**src/rtl/lpg_pkg.sv**
```systemverilog
// Shared constants, codes and types of the line pixel generator.
package lpg_pkg;

   localparam int COORD_BITS_DEF = 12;
   localparam int ADDR_BITS_DEF  = 48;
   localparam int COORD_MAX      = 16;
   localparam int DEC_MAX        = COORD_MAX + 3;

   localparam int DIM_W       = 13;
   localparam int PITCH_W     = 16;
   localparam int BPP_W       = 3;
   localparam int BASE_W      = 48;
   localparam int COLOUR_W    = 32;
   localparam int CSR_DATA_W  = 48;
   localparam int CSR_INDEX_W = 3;
   localparam int QUEUE_DEPTH = 4;

   localparam logic [DIM_W-1:0]   FB_WIDTH_RST  = 13'd640;
   localparam logic [DIM_W-1:0]   FB_HEIGHT_RST = 13'd480;
   localparam logic [PITCH_W-1:0] PITCH_RST     = 16'd2560;
   localparam logic [BPP_W-1:0]   BPP_RST       = 3'd4;
   localparam logic [BASE_W-1:0]  BASE_RST      = 48'd0;

   typedef enum logic [CSR_INDEX_W-1:0] {
      CSR_FB_WIDTH  = 3'd0,
      CSR_FB_HEIGHT = 3'd1,
      CSR_PITCH     = 3'd2,
      CSR_BPP       = 3'd3,
      CSR_BASE      = 3'd4
   } csr_index_type;

   typedef enum logic {
      OP_START = 1'b0,
      OP_STEP  = 1'b1
   } opcode_type;

   typedef struct packed {
      logic [DIM_W-1:0]   fb_width;
      logic [DIM_W-1:0]   fb_height;
      logic [PITCH_W-1:0] line_pitch;
      logic [BPP_W-1:0]   bytes_per_pixel;
      logic [BASE_W-1:0]  base_address;
   } cfg_type;

   typedef struct packed {
      opcode_type           opcode;
      logic [COORD_MAX-1:0] x;
      logic [COORD_MAX-1:0] y;
      logic [COORD_MAX-1:0] major;
      logic [COORD_MAX-1:0] minor;
      logic [DEC_MAX-1:0]   decision;
      logic                 x_step;
      logic                 x_neg;
      logic                 y_step;
      logic                 y_neg;
      logic                 swapped;
      logic [COLOUR_W-1:0]  colour;
   } cmd_type;

endpackage

```
**src/rtl/lpg_channels.sv**
```systemverilog
// Request and response channel interfaces of the line pixel generator.
interface lpg_req_if #(
   parameter int COORD_BITS = lpg_pkg::COORD_BITS_DEF
) ();
   import lpg_pkg::*;

   logic                  valid;
   logic                  ready;
   logic                  opcode;
   logic [COORD_BITS-1:0] start_x;
   logic [COORD_BITS-1:0] start_y;
   logic [COORD_BITS-1:0] end_x;
   logic [COORD_BITS-1:0] end_y;
   logic [COLOUR_W-1:0]   line_colour;

   modport source (output valid, opcode, start_x, start_y, end_x, end_y, line_colour,
                   input ready);
   modport sink (input valid, opcode, start_x, start_y, end_x, end_y, line_colour,
                 output ready);
endinterface

interface lpg_rsp_if #(
   parameter int COORD_BITS = lpg_pkg::COORD_BITS_DEF,
   parameter int ADDR_BITS  = lpg_pkg::ADDR_BITS_DEF
) ();
   import lpg_pkg::*;

   logic                  valid;
   logic                  ready;
   logic                  pixel_valid;
   logic [COORD_BITS-1:0] pixel_x;
   logic [COORD_BITS-1:0] pixel_y;
   logic [ADDR_BITS-1:0]  pixel_address;
   logic [COLOUR_W-1:0]   pixel_colour;
   logic                  last_pixel;

   modport source (output valid, pixel_valid, pixel_x, pixel_y, pixel_address, pixel_colour,
                   last_pixel, input ready);
   modport sink (input valid, pixel_valid, pixel_x, pixel_y, pixel_address, pixel_colour,
                 last_pixel, output ready);
endinterface

```
**src/rtl/line_pixel_generator.sv**
```systemverilog
// Line pixel generator: Bresenham rasterizer producing one framebuffer pixel per transaction.
// A start transaction (opcode 0) clamps both endpoints to the framebuffer and returns the
// first pixel; each step transaction (opcode 1) returns the next pixel with its x, y, byte
// address (base + x*bytes_per_pixel + y*pitch, wrapping at ADDR_BITS) and colour, with
// last_pixel set on the final one; a step while no line is active returns an all-zero
// response. Every request produces exactly one response. Throughput is one transaction per
// clock in both directions while the response side does not stall; a request passes through
// the clamp stage, command queue, stepping stage, multiply stage and address add in turn.
// The front end keeps accepting while the response side stalls until its queue fills.
// Write configuration registers only while no transaction is in flight.
module line_pixel_generator #(
   parameter int COORD_BITS = lpg_pkg::COORD_BITS_DEF,
   parameter int ADDR_BITS  = lpg_pkg::ADDR_BITS_DEF
) (
   input  logic                            clock,
   input  logic                            reset,
   input  logic                            csr_write_enable,
   input  logic [lpg_pkg::CSR_INDEX_W-1:0] csr_index,
   input  logic [lpg_pkg::CSR_DATA_W-1:0]  csr_write_data,
   lpg_req_if.sink                         req_bus,
   lpg_rsp_if.source                       rsp_bus
);
   import lpg_pkg::*;

   cfg_type cfg;
   cmd_type front_cmd, back_cmd;
   logic    front_valid, front_ready, back_valid, back_ready;

   lpg_csr u_csr (
      .clock            (clock),
      .reset            (reset),
      .csr_write_enable (csr_write_enable),
      .csr_index        (csr_index),
      .csr_write_data   (csr_write_data),
      .cfg              (cfg)
   );

   lpg_front #(.COORD_BITS(COORD_BITS)) u_front (
      .clock     (clock),
      .reset     (reset),
      .cfg       (cfg),
      .req_bus   (req_bus),
      .cmd_valid (front_valid),
      .cmd       (front_cmd),
      .cmd_ready (front_ready)
   );

   lpg_queue #(.DEPTH(QUEUE_DEPTH)) u_queue (
      .clock     (clock),
      .reset     (reset),
      .in_valid  (front_valid),
      .in_ready  (front_ready),
      .in_data   (front_cmd),
      .out_valid (back_valid),
      .out_ready (back_ready),
      .out_data  (back_cmd)
   );

   lpg_back #(.COORD_BITS(COORD_BITS), .ADDR_BITS(ADDR_BITS)) u_back (
      .clock     (clock),
      .reset     (reset),
      .cfg       (cfg),
      .cmd_valid (back_valid),
      .cmd       (back_cmd),
      .cmd_ready (back_ready),
      .rsp_bus   (rsp_bus)
   );

endmodule

```
**src/rtl/lpg_csr.sv**
```systemverilog
// Configuration registers of the line pixel generator.
module lpg_csr (
   input  logic                            clock,
   input  logic                            reset,
   input  logic                            csr_write_enable,
   input  logic [lpg_pkg::CSR_INDEX_W-1:0] csr_index,
   input  logic [lpg_pkg::CSR_DATA_W-1:0]  csr_write_data,
   output lpg_pkg::cfg_type                cfg
);
   import lpg_pkg::*;

   cfg_type cfg_ff;
   cfg_type cfg_in;

   always_comb begin
      cfg_in = cfg_ff;
      if (csr_write_enable) begin
         unique case (csr_index)
            CSR_FB_WIDTH:  cfg_in.fb_width        = csr_write_data[DIM_W-1:0];
            CSR_FB_HEIGHT: cfg_in.fb_height       = csr_write_data[DIM_W-1:0];
            CSR_PITCH:     cfg_in.line_pitch      = csr_write_data[PITCH_W-1:0];
            CSR_BPP:       cfg_in.bytes_per_pixel = csr_write_data[BPP_W-1:0];
            CSR_BASE:      cfg_in.base_address    = csr_write_data[BASE_W-1:0];
            default:       cfg_in = cfg_ff;
         endcase
      end
   end

   always_ff @(posedge clock) begin
      if (reset) begin
         cfg_ff.fb_width        <= FB_WIDTH_RST;
         cfg_ff.fb_height       <= FB_HEIGHT_RST;
         cfg_ff.line_pitch      <= PITCH_RST;
         cfg_ff.bytes_per_pixel <= BPP_RST;
         cfg_ff.base_address    <= BASE_RST;
      end else begin
         cfg_ff <= cfg_in;
      end
   end

   assign cfg = cfg_ff;

endmodule

```
**src/rtl/lpg_front.sv**
```systemverilog
// Front end: accepts requests, clamps endpoints and sets up line geometry.
module lpg_front #(
   parameter int COORD_BITS = lpg_pkg::COORD_BITS_DEF
) (
   input  logic             clock,
   input  logic             reset,
   input  lpg_pkg::cfg_type cfg,
   lpg_req_if.sink          req_bus,
   output logic             cmd_valid,
   output lpg_pkg::cmd_type cmd,
   input  logic             cmd_ready
);
   import lpg_pkg::*;

   localparam int CMP_W = (COORD_BITS > DIM_W) ? COORD_BITS : DIM_W;
   localparam int DIF_W = COORD_BITS + 1;
   localparam int DEC_W = COORD_BITS + 3;
   localparam logic [CMP_W-1:0] COORD_TOP = CMP_W'((64'd1 << COORD_BITS) - 64'd1);

   function automatic logic [COORD_BITS-1:0] clamp_coord(
      input logic [COORD_BITS-1:0] c,
      input logic [DIM_W-1:0]      size
   );
      logic [CMP_W-1:0] lim;
      lim = (size == '0) ? '0 : CMP_W'(size - DIM_W'(1));
      if (lim > COORD_TOP) lim = COORD_TOP;
      return (CMP_W'(c) > lim) ? COORD_BITS'(lim) : c;
   endfunction

   logic                  s1_valid_ff, s1_valid_in;
   logic                  s1_op_ff;
   logic [COORD_BITS-1:0] s1_x1_ff, s1_y1_ff, s1_x2_ff, s1_y2_ff;
   logic [COLOUR_W-1:0]   s1_colour_ff;
   logic                  load;

   logic signed [DIF_W-1:0] dx, dy;
   logic [COORD_BITS-1:0]   adx, ady, major, minor;
   logic                    swapped;
   logic signed [DEC_W-1:0] dec;

   assign req_bus.ready = !s1_valid_ff || cmd_ready;
   assign load          = req_bus.ready;
   assign s1_valid_in   = load ? req_bus.valid : s1_valid_ff;

   always_ff @(posedge clock) begin
      if (reset) begin
         s1_valid_ff <= 1'b0;
      end else begin
         s1_valid_ff <= s1_valid_in;
      end
   end

   always_ff @(posedge clock) begin
      if (load) begin
         s1_op_ff     <= req_bus.opcode;
         s1_x1_ff     <= clamp_coord(req_bus.start_x, cfg.fb_width);
         s1_y1_ff     <= clamp_coord(req_bus.start_y, cfg.fb_height);
         s1_x2_ff     <= clamp_coord(req_bus.end_x, cfg.fb_width);
         s1_y2_ff     <= clamp_coord(req_bus.end_y, cfg.fb_height);
         s1_colour_ff <= req_bus.line_colour;
      end
   end

   always_comb begin
      dx      = $signed({1'b0, s1_x2_ff}) - $signed({1'b0, s1_x1_ff});
      dy      = $signed({1'b0, s1_y2_ff}) - $signed({1'b0, s1_y1_ff});
      adx     = dx[DIF_W-1] ? COORD_BITS'(-dx) : COORD_BITS'(dx);
      ady     = dy[DIF_W-1] ? COORD_BITS'(-dy) : COORD_BITS'(dy);
      swapped = ady > adx;
      major   = swapped ? ady : adx;
      minor   = swapped ? adx : ady;
      dec     = $signed(DEC_W'({minor, 1'b0})) - $signed(DEC_W'(major));
   end

   always_comb begin
      cmd.opcode   = opcode_type'(s1_op_ff);
      cmd.x        = COORD_MAX'(s1_x1_ff);
      cmd.y        = COORD_MAX'(s1_y1_ff);
      cmd.major    = COORD_MAX'(major);
      cmd.minor    = COORD_MAX'(minor);
      cmd.decision = DEC_MAX'(dec);
      cmd.x_step   = dx != '0;
      cmd.x_neg    = dx[DIF_W-1];
      cmd.y_step   = dy != '0;
      cmd.y_neg    = dy[DIF_W-1];
      cmd.swapped  = swapped;
      cmd.colour   = s1_colour_ff;
   end

   assign cmd_valid = s1_valid_ff;

endmodule

```
**src/rtl/lpg_queue.sv**
```systemverilog
// Command queue between the front end and the pixel back end.
module lpg_queue #(
   parameter int DEPTH = lpg_pkg::QUEUE_DEPTH
) (
   input  logic             clock,
   input  logic             reset,
   input  logic             in_valid,
   output logic             in_ready,
   input  lpg_pkg::cmd_type in_data,
   output logic             out_valid,
   input  logic             out_ready,
   output lpg_pkg::cmd_type out_data
);
   import lpg_pkg::*;

   localparam int PTR_W = (DEPTH > 1) ? $clog2(DEPTH) : 1;
   localparam int CNT_W = $clog2(DEPTH + 1);
   localparam logic [CNT_W-1:0] FULL_CNT = CNT_W'(DEPTH);
   localparam logic [PTR_W-1:0] LAST_PTR = PTR_W'(DEPTH - 1);

   cmd_type          entry_ff [DEPTH];
   logic [PTR_W-1:0] wr_ptr_ff, wr_ptr_in, rd_ptr_ff, rd_ptr_in;
   logic [CNT_W-1:0] count_ff, count_in;
   logic             push, pop;

   assign in_ready  = count_ff != FULL_CNT;
   assign out_valid = count_ff != '0;
   assign out_data  = entry_ff[rd_ptr_ff];
   assign push      = in_valid && in_ready;
   assign pop       = out_valid && out_ready;

   always_comb begin
      wr_ptr_in = wr_ptr_ff;
      rd_ptr_in = rd_ptr_ff;
      count_in  = count_ff;
      if (push) wr_ptr_in = (wr_ptr_ff == LAST_PTR) ? '0 : wr_ptr_ff + PTR_W'(1);
      if (pop)  rd_ptr_in = (rd_ptr_ff == LAST_PTR) ? '0 : rd_ptr_ff + PTR_W'(1);
      if (push && !pop)      count_in = count_ff + CNT_W'(1);
      else if (pop && !push) count_in = count_ff - CNT_W'(1);
   end

   always_ff @(posedge clock) begin
      if (reset) begin
         wr_ptr_ff <= '0;
         rd_ptr_ff <= '0;
         count_ff  <= '0;
      end else begin
         wr_ptr_ff <= wr_ptr_in;
         rd_ptr_ff <= rd_ptr_in;
         count_ff  <= count_in;
      end
   end

   always_ff @(posedge clock) begin
      if (push) entry_ff[wr_ptr_ff] <= in_data;
   end

   a_count_bound: assert property (@(posedge clock) disable iff (reset)
      count_ff <= FULL_CNT)
      else $error("queue count beyond depth");

   a_push_grows: assert property (@(posedge clock) disable iff (reset)
      push && !pop |=> count_ff == $past(count_ff) + CNT_W'(1))
      else $error("queue count did not grow on push");

   a_pop_shrinks: assert property (@(posedge clock) disable iff (reset)
      pop && !push |=> count_ff == $past(count_ff) - CNT_W'(1))
      else $error("queue count did not shrink on pop");

endmodule

```
**src/rtl/lpg_back.sv**
```systemverilog
// Back end: steps the line, forms pixel addresses and drives the response.
module lpg_back #(
   parameter int COORD_BITS = lpg_pkg::COORD_BITS_DEF,
   parameter int ADDR_BITS  = lpg_pkg::ADDR_BITS_DEF
) (
   input  logic             clock,
   input  logic             reset,
   input  lpg_pkg::cfg_type cfg,
   input  logic             cmd_valid,
   input  lpg_pkg::cmd_type cmd,
   output logic             cmd_ready,
   lpg_rsp_if.source        rsp_bus
);
   import lpg_pkg::*;

   localparam int DEC_W  = COORD_BITS + 3;
   localparam int PX_W   = COORD_BITS + BPP_W;
   localparam int PY_W   = COORD_BITS + PITCH_W;
   localparam int W1     = (ADDR_BITS > BASE_W) ? ADDR_BITS : BASE_W;
   localparam int WIDE_W = (W1 > PY_W) ? W1 : PY_W;

   logic                    active_ff, active_in;
   logic [COORD_BITS-1:0]   cur_x_ff, cur_x_in, cur_y_ff, cur_y_in;
   logic signed [DEC_W-1:0] decision_ff, decision_in;
   logic [COORD_BITS-1:0]   steps_left_ff, steps_left_in;
   logic [COORD_BITS-1:0]   major_ff, major_in, minor_ff, minor_in;
   logic                    x_step_ff, x_step_in, x_neg_ff, x_neg_in;
   logic                    y_step_ff, y_step_in, y_neg_ff, y_neg_in;
   logic                    swapped_ff, swapped_in;
   logic [COLOUR_W-1:0]     colour_ff, colour_in;

   logic                    p1_valid_ff, p1_pix_ff, p1_last_ff;
   logic [COORD_BITS-1:0]   p1_x_ff, p1_y_ff;
   logic [COLOUR_W-1:0]     p1_colour_ff;
   logic                    p1_pix_in, p1_last_in;
   logic [COORD_BITS-1:0]   p1_x_in, p1_y_in;
   logic [COLOUR_W-1:0]     p1_colour_in;

   logic                    p2_valid_ff, p2_pix_ff, p2_last_ff;
   logic [COORD_BITS-1:0]   p2_x_ff, p2_y_ff;
   logic [COLOUR_W-1:0]     p2_colour_ff;
   logic [PX_W-1:0]         p2_prod_x_ff;
   logic [PY_W-1:0]         p2_prod_y_ff;

   logic                    out_valid_ff, out_pix_ff, out_last_ff;
   logic [COORD_BITS-1:0]   out_x_ff, out_y_ff;
   logic [ADDR_BITS-1:0]    out_addr_ff;
   logic [COLOUR_W-1:0]     out_colour_ff;
   logic [WIDE_W-1:0]       addr_sum;

   logic                    advance, take;
   logic [COORD_BITS-1:0]   delta_x, delta_y, step_x, step_y, steps_dec;
   logic signed [DEC_W-1:0] twice_minor, twice_major;

   assign advance   = !out_valid_ff || rsp_bus.ready;
   assign cmd_ready = advance;
   assign take      = cmd_valid && advance;

   always_comb begin
      delta_x     = x_step_ff ? (x_neg_ff ? '1 : COORD_BITS'(1)) : '0;
      delta_y     = y_step_ff ? (y_neg_ff ? '1 : COORD_BITS'(1)) : '0;
      step_x      = cur_x_ff + delta_x;
      step_y      = cur_y_ff + delta_y;
      steps_dec   = steps_left_ff - COORD_BITS'(1);
      twice_minor = $signed(DEC_W'({minor_ff, 1'b0}));
      twice_major = $signed(DEC_W'({major_ff, 1'b0}));

      active_in     = active_ff;
      cur_x_in      = cur_x_ff;
      cur_y_in      = cur_y_ff;
      decision_in   = decision_ff;
      steps_left_in = steps_left_ff;
      major_in      = major_ff;
      minor_in      = minor_ff;
      x_step_in     = x_step_ff;
      x_neg_in      = x_neg_ff;
      y_step_in     = y_step_ff;
      y_neg_in      = y_neg_ff;
      swapped_in    = swapped_ff;
      colour_in     = colour_ff;
      p1_pix_in     = 1'b0;
      p1_last_in    = 1'b0;
      p1_x_in       = '0;
      p1_y_in       = '0;
      p1_colour_in  = '0;

      if (cmd.opcode == OP_START) begin
         cur_x_in      = cmd.x[COORD_BITS-1:0];
         cur_y_in      = cmd.y[COORD_BITS-1:0];
         decision_in   = cmd.decision[DEC_W-1:0];
         major_in      = cmd.major[COORD_BITS-1:0];
         minor_in      = cmd.minor[COORD_BITS-1:0];
         steps_left_in = cmd.major[COORD_BITS-1:0];
         x_step_in     = cmd.x_step;
         x_neg_in      = cmd.x_neg;
         y_step_in     = cmd.y_step;
         y_neg_in      = cmd.y_neg;
         swapped_in    = cmd.swapped;
         colour_in     = cmd.colour;
         active_in     = cmd.major[COORD_BITS-1:0] != '0;
         p1_pix_in     = 1'b1;
         p1_last_in    = cmd.major[COORD_BITS-1:0] == '0;
         p1_x_in       = cmd.x[COORD_BITS-1:0];
         p1_y_in       = cmd.y[COORD_BITS-1:0];
         p1_colour_in  = cmd.colour;
      end else if (active_ff) begin
         if (decision_ff < 0) begin
            if (swapped_ff) cur_y_in = step_y;
            else cur_x_in = step_x;
            decision_in = decision_ff + twice_minor;
         end else begin
            cur_x_in    = step_x;
            cur_y_in    = step_y;
            decision_in = decision_ff + twice_minor - twice_major;
         end
         steps_left_in = steps_dec;
         active_in     = steps_dec != '0;
         p1_pix_in     = 1'b1;
         p1_last_in    = steps_dec == '0;
         p1_x_in       = cur_x_in;
         p1_y_in       = cur_y_in;
         p1_colour_in  = colour_ff;
      end
   end

   always_ff @(posedge clock) begin
      if (reset) begin
         active_ff     <= 1'b0;
         steps_left_ff <= '0;
      end else if (take) begin
         active_ff     <= active_in;
         steps_left_ff <= steps_left_in;
      end
   end

   always_ff @(posedge clock) begin
      if (take) begin
         cur_x_ff    <= cur_x_in;
         cur_y_ff    <= cur_y_in;
         decision_ff <= decision_in;
         major_ff    <= major_in;
         minor_ff    <= minor_in;
         x_step_ff   <= x_step_in;
         x_neg_ff    <= x_neg_in;
         y_step_ff   <= y_step_in;
         y_neg_ff    <= y_neg_in;
         swapped_ff  <= swapped_in;
         colour_ff   <= colour_in;
      end
   end

   always_ff @(posedge clock) begin
      if (reset) begin
         p1_valid_ff  <= 1'b0;
         p2_valid_ff  <= 1'b0;
         out_valid_ff <= 1'b0;
      end else if (advance) begin
         p1_valid_ff  <= take;
         p2_valid_ff  <= p1_valid_ff;
         out_valid_ff <= p2_valid_ff;
      end
   end

   assign addr_sum = WIDE_W'(cfg.base_address) + WIDE_W'(p2_prod_x_ff)
                   + WIDE_W'(p2_prod_y_ff);

   always_ff @(posedge clock) begin
      if (advance) begin
         p1_pix_ff     <= p1_pix_in;
         p1_last_ff    <= p1_last_in;
         p1_x_ff       <= p1_x_in;
         p1_y_ff       <= p1_y_in;
         p1_colour_ff  <= p1_colour_in;

         p2_pix_ff     <= p1_pix_ff;
         p2_last_ff    <= p1_last_ff;
         p2_x_ff       <= p1_x_ff;
         p2_y_ff       <= p1_y_ff;
         p2_colour_ff  <= p1_colour_ff;
         p2_prod_x_ff  <= PX_W'(p1_x_ff) * PX_W'(cfg.bytes_per_pixel);
         p2_prod_y_ff  <= PY_W'(p1_y_ff) * PY_W'(cfg.line_pitch);

         out_pix_ff    <= p2_pix_ff;
         out_last_ff   <= p2_last_ff;
         out_x_ff      <= p2_x_ff;
         out_y_ff      <= p2_y_ff;
         out_colour_ff <= p2_colour_ff;
         out_addr_ff   <= p2_pix_ff ? addr_sum[ADDR_BITS-1:0] : '0;
      end
   end

   assign rsp_bus.valid         = out_valid_ff;
   assign rsp_bus.pixel_valid   = out_pix_ff;
   assign rsp_bus.pixel_x       = out_x_ff;
   assign rsp_bus.pixel_y       = out_y_ff;
   assign rsp_bus.pixel_address = out_addr_ff;
   assign rsp_bus.pixel_colour  = out_colour_ff;
   assign rsp_bus.last_pixel    = out_last_ff;

   a_active_has_steps: assert property (@(posedge clock) disable iff (reset)
      active_ff |-> steps_left_ff != '0)
      else $error("line active with no steps left");

   a_idle_result_blank: assert property (@(posedge clock) disable iff (reset)
      out_valid_ff && !out_pix_ff |-> !out_last_ff && out_addr_ff == '0)
      else $error("idle step result carries data");

   a_last_ends_line: assert property (@(posedge clock) disable iff (reset)
      take && p1_last_in |=> !active_ff)
      else $error("line still active after last pixel");

endmodule
```
**src/flat_wrapper.sv**
```systemverilog
// flat-port wrapper written by rule: the top's interface ports become plain ports
module line_pixel_generator_flat import lpg_pkg::*;
#(
   parameter int COORD_BITS = lpg_pkg::COORD_BITS_DEF,
   parameter int ADDR_BITS  = lpg_pkg::ADDR_BITS_DEF
)
  (clock, reset, csr_write_enable, csr_index, csr_write_data, req_bus_valid, req_bus_opcode, req_bus_start_x, req_bus_start_y, req_bus_end_x, req_bus_end_y, req_bus_line_colour, req_bus_ready, rsp_bus_valid, rsp_bus_pixel_valid, rsp_bus_pixel_x, rsp_bus_pixel_y, rsp_bus_pixel_address, rsp_bus_pixel_colour, rsp_bus_last_pixel, rsp_bus_ready);
  lpg_req_if #(.COORD_BITS(COORD_BITS)) req_bus_i ();
  lpg_rsp_if #(.COORD_BITS(COORD_BITS), .ADDR_BITS(ADDR_BITS)) rsp_bus_i ();
  input  logic clock;
  input  logic reset;
  input  logic csr_write_enable;
  input  logic [lpg_pkg::CSR_INDEX_W-1:0] csr_index;
  input  logic [lpg_pkg::CSR_DATA_W-1:0] csr_write_data;
  input wire logic [$bits(req_bus_i.valid)-1:0] req_bus_valid;
  input wire logic [$bits(req_bus_i.opcode)-1:0] req_bus_opcode;
  input wire logic [$bits(req_bus_i.start_x)-1:0] req_bus_start_x;
  input wire logic [$bits(req_bus_i.start_y)-1:0] req_bus_start_y;
  input wire logic [$bits(req_bus_i.end_x)-1:0] req_bus_end_x;
  input wire logic [$bits(req_bus_i.end_y)-1:0] req_bus_end_y;
  input wire logic [$bits(req_bus_i.line_colour)-1:0] req_bus_line_colour;
  output wire logic [$bits(req_bus_i.ready)-1:0] req_bus_ready;
  output wire logic [$bits(rsp_bus_i.valid)-1:0] rsp_bus_valid;
  output wire logic [$bits(rsp_bus_i.pixel_valid)-1:0] rsp_bus_pixel_valid;
  output wire logic [$bits(rsp_bus_i.pixel_x)-1:0] rsp_bus_pixel_x;
  output wire logic [$bits(rsp_bus_i.pixel_y)-1:0] rsp_bus_pixel_y;
  output wire logic [$bits(rsp_bus_i.pixel_address)-1:0] rsp_bus_pixel_address;
  output wire logic [$bits(rsp_bus_i.pixel_colour)-1:0] rsp_bus_pixel_colour;
  output wire logic [$bits(rsp_bus_i.last_pixel)-1:0] rsp_bus_last_pixel;
  input wire logic [$bits(rsp_bus_i.ready)-1:0] rsp_bus_ready;
  assign req_bus_i.valid = req_bus_valid;
  assign req_bus_i.opcode = req_bus_opcode;
  assign req_bus_i.start_x = req_bus_start_x;
  assign req_bus_i.start_y = req_bus_start_y;
  assign req_bus_i.end_x = req_bus_end_x;
  assign req_bus_i.end_y = req_bus_end_y;
  assign req_bus_i.line_colour = req_bus_line_colour;
  assign req_bus_ready = req_bus_i.ready;
  assign rsp_bus_valid = rsp_bus_i.valid;
  assign rsp_bus_pixel_valid = rsp_bus_i.pixel_valid;
  assign rsp_bus_pixel_x = rsp_bus_i.pixel_x;
  assign rsp_bus_pixel_y = rsp_bus_i.pixel_y;
  assign rsp_bus_pixel_address = rsp_bus_i.pixel_address;
  assign rsp_bus_pixel_colour = rsp_bus_i.pixel_colour;
  assign rsp_bus_last_pixel = rsp_bus_i.last_pixel;
  assign rsp_bus_i.ready = rsp_bus_ready;
  line_pixel_generator #(.COORD_BITS(COORD_BITS), .ADDR_BITS(ADDR_BITS)) u_core (.clock(clock), .reset(reset), .csr_write_enable(csr_write_enable), .csr_index(csr_index), .csr_write_data(csr_write_data), .req_bus(req_bus_i), .rsp_bus(rsp_bus_i));
endmodule
```
**config.mk**
```make
export PLATFORM = sky130hd
export DESIGN_NAME = line_pixel_generator_flat
export DESIGN_NICKNAME = d
export VERILOG_FILES = /design/src/rtl/lpg_pkg.sv /design/src/rtl/lpg_channels.sv /design/src/rtl/line_pixel_generator.sv /design/src/rtl/lpg_csr.sv /design/src/rtl/lpg_front.sv /design/src/rtl/lpg_queue.sv /design/src/rtl/lpg_back.sv /design/src/flat_wrapper.sv
export SDC_FILE = /design/constraint.sdc
export NUM_CORES = 2
export LEC_CHECK = 0
export BUFFER_PORTS_ARGS = -buffer_cell sky130_fd_sc_hd__buf_2
export CAP_MARGIN = 0
export CORE_UTILIZATION = 45
export CTS_BUF_LIST = sky130_fd_sc_hd__clkbuf_16
export CTS_CLUSTER_SIZE = 12
export DETAILED_ROUTE_END_ITERATION = 8
export PLACE_DENSITY = 0.64
export SYNTH_ARGS = -nofsm -noshare
export SYNTH_HDL_FRONTEND = slang
export SYNTH_SLANG_ARGS = --single-unit
```
**constraint.sdc**
```tcl
create_clock -name clock -period 23.3 [get_ports clock]
set_input_delay 2.33 -clock clock [delete_from_list [all_inputs] [get_ports clock]]
set_output_delay 2.33 -clock clock [all_outputs]
set_load 0.01 [all_outputs]
```
After elaboration in Yosys (flattened, before gate mapping)
Memories as Yosys holds them, arrays and structs flattened. A register that Yosys moved wholly into a read port is not among the register bits.
Cells that the tools add are included.
{ "op_classes": {"n_addsub": 18, "n_mul": 2, "n_div": 0, "n_lt_le_gt_ge": 8, "n_eq_ne": 8, "shifts": 0, "mux": 50, "bitwise": 1, "reduce_logical": 28} }
{ "op_table": {"columns": ["cell", "count"], "rows": [
  ["$mux W12", 26],
  ["$mux W13", 6],
  ["$mux W32", 2],
  ["$gt A12 B13 Y1", 4],
  ["$add A48 B15 Y48", 1],
  ["$add A48 B28 Y48", 1],
  ["$mux W15", 3],
  ["$mul A12 B16 Y28", 1],
  ["$gt A13 B12 Y1 const B", 2],
  ["$logic_not A13 Y1", 2],
  ["$reduce_bool A13 Y1", 2],
  ["$sub A12 B12 Y13", 2],
  ["$sub A13 B1 Y13 const B", 2],
  ["$add A12 B12 Y12", 2],
  ["$logic_not A12 Y1", 2],
  ["$neg A12 Y12", 2],
  ["$reduce_bool A12 Y1", 2],
  ["$add A15 B14 Y15", 1],
  ["$lt A15 B1 Y1 const B", 1],
  ["$mul A12 B3 Y15", 1],
  ["$sub A15 B14 Y15", 1],
  ["$reduce_and A2 Y1", 7],
  ["$sub A13 B12 Y14", 1],
  ["$gt A12 B12 Y1", 1],
  ["other kinds (20)", 40]
]} }
{ "word_totals": {"regBits": 563, "latchBits": 0, "ramBits": 420, "mem_bits_ro": 0, "in_bits": 137, "out_inout_bits": 108, "elab_cells": 165, "n_memories": 1} }
{ "memory_table": {"columns": ["name", "depth", "word_bits", "read_ports", "rd_ports_with_merged_regs", "wr", "line", "rtl"], "rows": [
  ["u_core.u_queue.entry_ff", 4, 105, 1, 1, 1, "lpg_queue.sv:21", "cmd_type entry_ff [DEPTH];"]
]} }

Depth between registers and ports, before layout
{ "depth": {"depth_word": 7, "depth_mapped": 37, "mapped_depth_nobuf": 33} }

Modules after synthesis
A second synthesis with hierarchy kept.
{ "hier_totals": {"cells_unflattened": 4118, "hier_area_um2": 54742.5} }
{ "modules_own_cells": {"columns": ["module", "n_inst", "cells_each", "area_per_inst_um2", "seq_area_each_um2"], "rows": [
  ["lpg_back", 1, 2130, 24324.6, 11250.8],
  ["lpg_queue", 1, 680, 17936.0, 14714.1],
  ["lpg_front", 1, 939, 8579.5, 2452.4],
  ["lpg_csr", 1, 369, 3902.5, 1861.8]
]} }

Least setup slack after synthesis
Ideal clock, no wire load.
{ "synth_path": {"path_type": "input -> register", "startpoint": "input rsp_bus_ready", "endpoint": "register u_core.u_back.colour_ff[0] (enable)", "setup_time_ns": 0.480, "arrival_ns": 11.986, "required_ns": 22.820, "path_slack_ns": 10.833, "cell_stages": 4, "n_path_buf": 0, "cell_sequence": "nor2b_1 -> inv_1 -> o31ai_1 -> nor2_1"} }
{ "synth_between": {"elab_chain_len": 3} }
{ "synth_lines": {"columns": ["element", "line", "rtl"], "rows": [
  ["from (decl)", "flat_wrapper.sv:30", "input wire logic [$bits(rsp_bus_i.ready)-1:0] rsp_bus_ready;"],
  ["$logic_or A1 B1 Y1", "lpg_back.sv:55", "assign advance = !out_valid_ff || rsp_bus.ready;"],
  ["$logic_and A1 B1 Y1", "lpg_back.sv:57", "assign take = cmd_valid && advance;"],
  ["$reduce_and A2 Y1 (no line)", null, null],
  ["to (signal assigned)", "lpg_back.sv:148", "colour_ff <= colour_in;"],
  ["to (decl)", "lpg_back.sv:30", "logic [COLOUR_W-1:0] colour_ff, colour_in;"]
]} }
Every way passes these cells.
A chain may end at the register's enable or synchronous reset.

==> results by group <==
Timing
  – Hold Fails Final Rpt: 0
  – Final period util: 38.0%
  – Final WS setup: 14440 ps
  – Sum Neg Setup Slack: 0 ps
  – Worst Clk Skew: 47.4 ps
  – Max Slew Vio Count: 0
  – Count of final setup violators: 0
  – Rel. slew slack: 25.7%
  – RSZ-0062 raised after global routing: false
  – Measured slew at the worst slew-check pin: 1110 ps
  – Hold Worst Slack: 388 ps
  – Max Freq: 0.113 GHz
  – Tmin final: 8860 ps

Clock network
  – H-tree depth: 3
  – Max clock buf depth: 3
  – CTS root buf: clkbuf_16
  – CTS tree: built
  – Gates resized, CTS repair: 0
  – Worst-Skew Late Latency: 710 ps
  – CTS buffer count: 103
  – TritonCTS sink count: 960
  – Clk pin slew, worst setup/hold paths: 60 ps
  – Cts hold-fix bufs: 0
  – Post-CTS setup buffers: 0

Logic synthesis
  – Seq cells post-synth: 960
  – Main synth FF type: edfxtp_1
  – Synth area leader: edfxtp_1
  – Commonest cells in the netlist: edfxtp_1 (841), nand2_1 (545), inv_1 (340)
  – FFs w/ async S/R, synth: 0%
  – Yosys top cell area share: 51.0%
  – Mapped Area: 0.0495 mm2
  – Mapped Nets: 4581
  – Syn_area_per_cell: 12.4 um2
  – Synth top area cells: edfxtp_1 (51%), fa_1 (7.1%), ha_1 (6.8%), dfxtp_1 (4.8%), mux4_2 (4.5%)
  – Most common cell in the netlist: edfxtp_1
  – Mapped Cells: 4002
  – Sequential area share after synthesis: 55.9%
  – Library cells used by synthesis: 78
  – Yosys warning total: 0
  – Number of synthesized flops with an enable pin: 841

Setup path
  – Reg2Reg Setup Slack: 14440 ps
  – Crit Path Max Fanout: 49
  – CP Class: flop to flop
  – Crit-path slowest cell: a311o_2
  – Crit-path leading delay family: compound AO/OA/AOI/OAI gates
  – CP dominant cell by count: inv_1
  – CP Depth: 30
  – CP max stage delay: 820 ps
  – Crit path to: u_core.u_queue.entry_ff[0][49]
  – Startpoint Class: flop
  – Critical Path AT: 9260 ps
  – Critical path endpoint category: flop
  – CP Data Required Time: 23700 ps
  – FF-to-FF path depth: 30
  – Origin of the worst setup path: u_core.u_front.s1_x2_ff[0]
  – Buf+Inv Stages, Crit Path: 5
  – Reg2reg start: u_core.u_front.s1_x2_ff[0]
  – Critical R2R Capture: u_core.u_queue.entry_ff[0][49]

Power and ir drop
  – VDD IR max: 0.000181 V
  – Static Leakage: 22.3 nW
  – Pwr Density: 161 mW/mm2

Place
  – Dpl hpwl: 74900 um
  – Routability Congestion: 0.859
  – Worst slack, placed: 14490 ps
  – Buffers added on ports: 244

Global route
  – Grt ovf: 0
  – Largest net degree at the start of global routing: 112
  – Gr usage total: 19.9%
  – First-pass GRT wire length: 172000 um
  – Initial antenna violation count: 7
  – Number of global-route vias before repair: 30735

Run
  – Max Cap Viol: 0

Die
  – Rows: 121
  – DIE HEIGHT: 334 um
  – IO Count: 245
  – Die footprint: 0.111 mm2
  – Die width: 334 um
  – Core footprint: 0.109 mm2
  – Initial Util: 45.4%

Routing
  – Vias: 30660
  – Routed Wire Length: 110000 um
  – Wire length per cell: 19.3 um
  – Vias/cell: 5.35
  – DRC: 0
  – Drt pass-1 iters: 5
  – DRT antenna net count: 0
  – DRT iter0 DRCs: 2046

Cells and area
  – Fraction of layout cells with a size suffix above 1: 12.6%
  – Util after Layout: 50.9%
  – Layout Nets: 4808
  – Area Growth Syn to Fin: 12.0%

Run status
  – Status: finished clean

Min path
  – Worst hold path class: flop to flop
worst min-delay path by stage:
stage / slack, ps / from / cells past startpoint / endpoint
after floorplan: 400 / u_core.u_back.p1_colour_ff[0] / 0 / u_core.u_back.p2_colour_ff[0]
after global placement: 400 / u_core.u_back.p2_x_ff[1] / 0 / u_core.u_back.rsp_bus.pixel_x[1]
after detailed placement: 400 / u_core.u_back.p1_colour_ff[11] / 0 / u_core.u_back.p2_colour_ff[11]
after CTS: 390 / u_core.u_back.p2_x_ff[11] / 0 / u_core.u_back.rsp_bus.pixel_x[11]
after global routing: 380 / u_core.u_back.p2_x_ff[11] / 0 / u_core.u_back.rsp_bus.pixel_x[11]
final: 390 / u_core.u_back.p2_x_ff[11] / 0 / u_core.u_back.rsp_bus.pixel_x[11]
cell usage in the layout (no fill, tap or decap), drive strengths merged, types with 13 or more instances in the layout:
master / Yosys / layout
nor3: 54 / 54
nand2: 545 / 545
a21o: 43 / 43
nand2b: 24 / 24
nand3: 55 / 55
clkinv: 2 / 49
and3: 13 / 13
xor2: 44 / 44
fa: 175 / 175
xnor2: 129 / 129
nor2b: 27 / 27
buf: 22 / 269
o21a: 16 / 16
or3: 29 / 29
o21ai: 165 / 165
a211oi: 14 / 14
edfxtp: 841 / 841
inv: 341 / 369
mux4: 98 / 98
a21oi: 287 / 287
a31oi: 16 / 16
and2: 105 / 105
clkbuf: 125 / 104
nor2: 235 / 235
nor4: 17 / 17
nand4: 17 / 17
mux2i: 33 / 33
dfxtp: 119 / 119
o21bai: 32 / 32
ha: 267 / 267
cells by family (layout without fill, tap and decap cells):
logic type	count (synthesis)	count (layout)	share of synthesized area, %
muxes	136	136	5.25
buffers and inverters	490	797	3.76
and+or+nand+nor	1159	1159	10.6
xor gates and xnor gates	174	174	3.11
AOI/OAI and AO/OA	631	631	7.41
DFF	960	960	55.9
adders and majority gates	452	452	14.0
other	0	4	0
flip-flops by register name (all words and copies together) (netlist names), 14 cells and up, named ones only:
name	flops
u_core.u_back.colour_ff	32
u_core.u_back.decision_ff	14
u_core.u_back.p1_colour_ff	32
u_core.u_back.p2_colour_ff	32
u_core.u_back.p2_prod_x_ff	15
u_core.u_back.p2_prod_y_ff	28
u_core.u_back.rsp_bus.pixel_address	48
u_core.u_back.rsp_bus.pixel_colour	32
u_core.u_csr.cfg	93
u_core.u_front.s1_colour_ff	32
u_core.u_queue.entry_ff	396
layout make-up:
type                       instances  area [um2]
fill                            9498       53600
sequential                       960       27600
multi-input combinational       2552       20000
clock buffer                     104        2600
tap                             1414        1770
timing repair buffer             269        1410
inverter                         343        1290
clock inverter                    81         663
antenna                            4        10.0
stage by stage:
stage,power (mW),cell area [um2],std cells
6_report,8.90,55400,5727
5_1_grt,9.54,55400,5726
4_1_cts,8.97,55400,5723
3_5_place_dp,7.38,52200,5538
3_3_place_gp,7.27,52200,5538
2_1_floorplan,6.21,49500,4002
metal layers:
layer	global-route usage [%]	share of wire, %	up-vias	routed length (um)
li1	-	-	14605	-
met1	26.4	44	15191	48200
met2	33.3	49	684	53600
met3	2.93	5.0	178	5470
met4	6.77	2.9	2	3150
met5	0	0.015	-	17
power breakdown:
part / switching [mW] / internal [mW] / leakage [nW]
clock: 0.685 / 0.871 / 1.68
sequential: 0.233 / 2.96 / 9.34
combinational: 2.61 / 1.54 / 11.3
No activity file was read; power rests on OpenSTA's default activity.
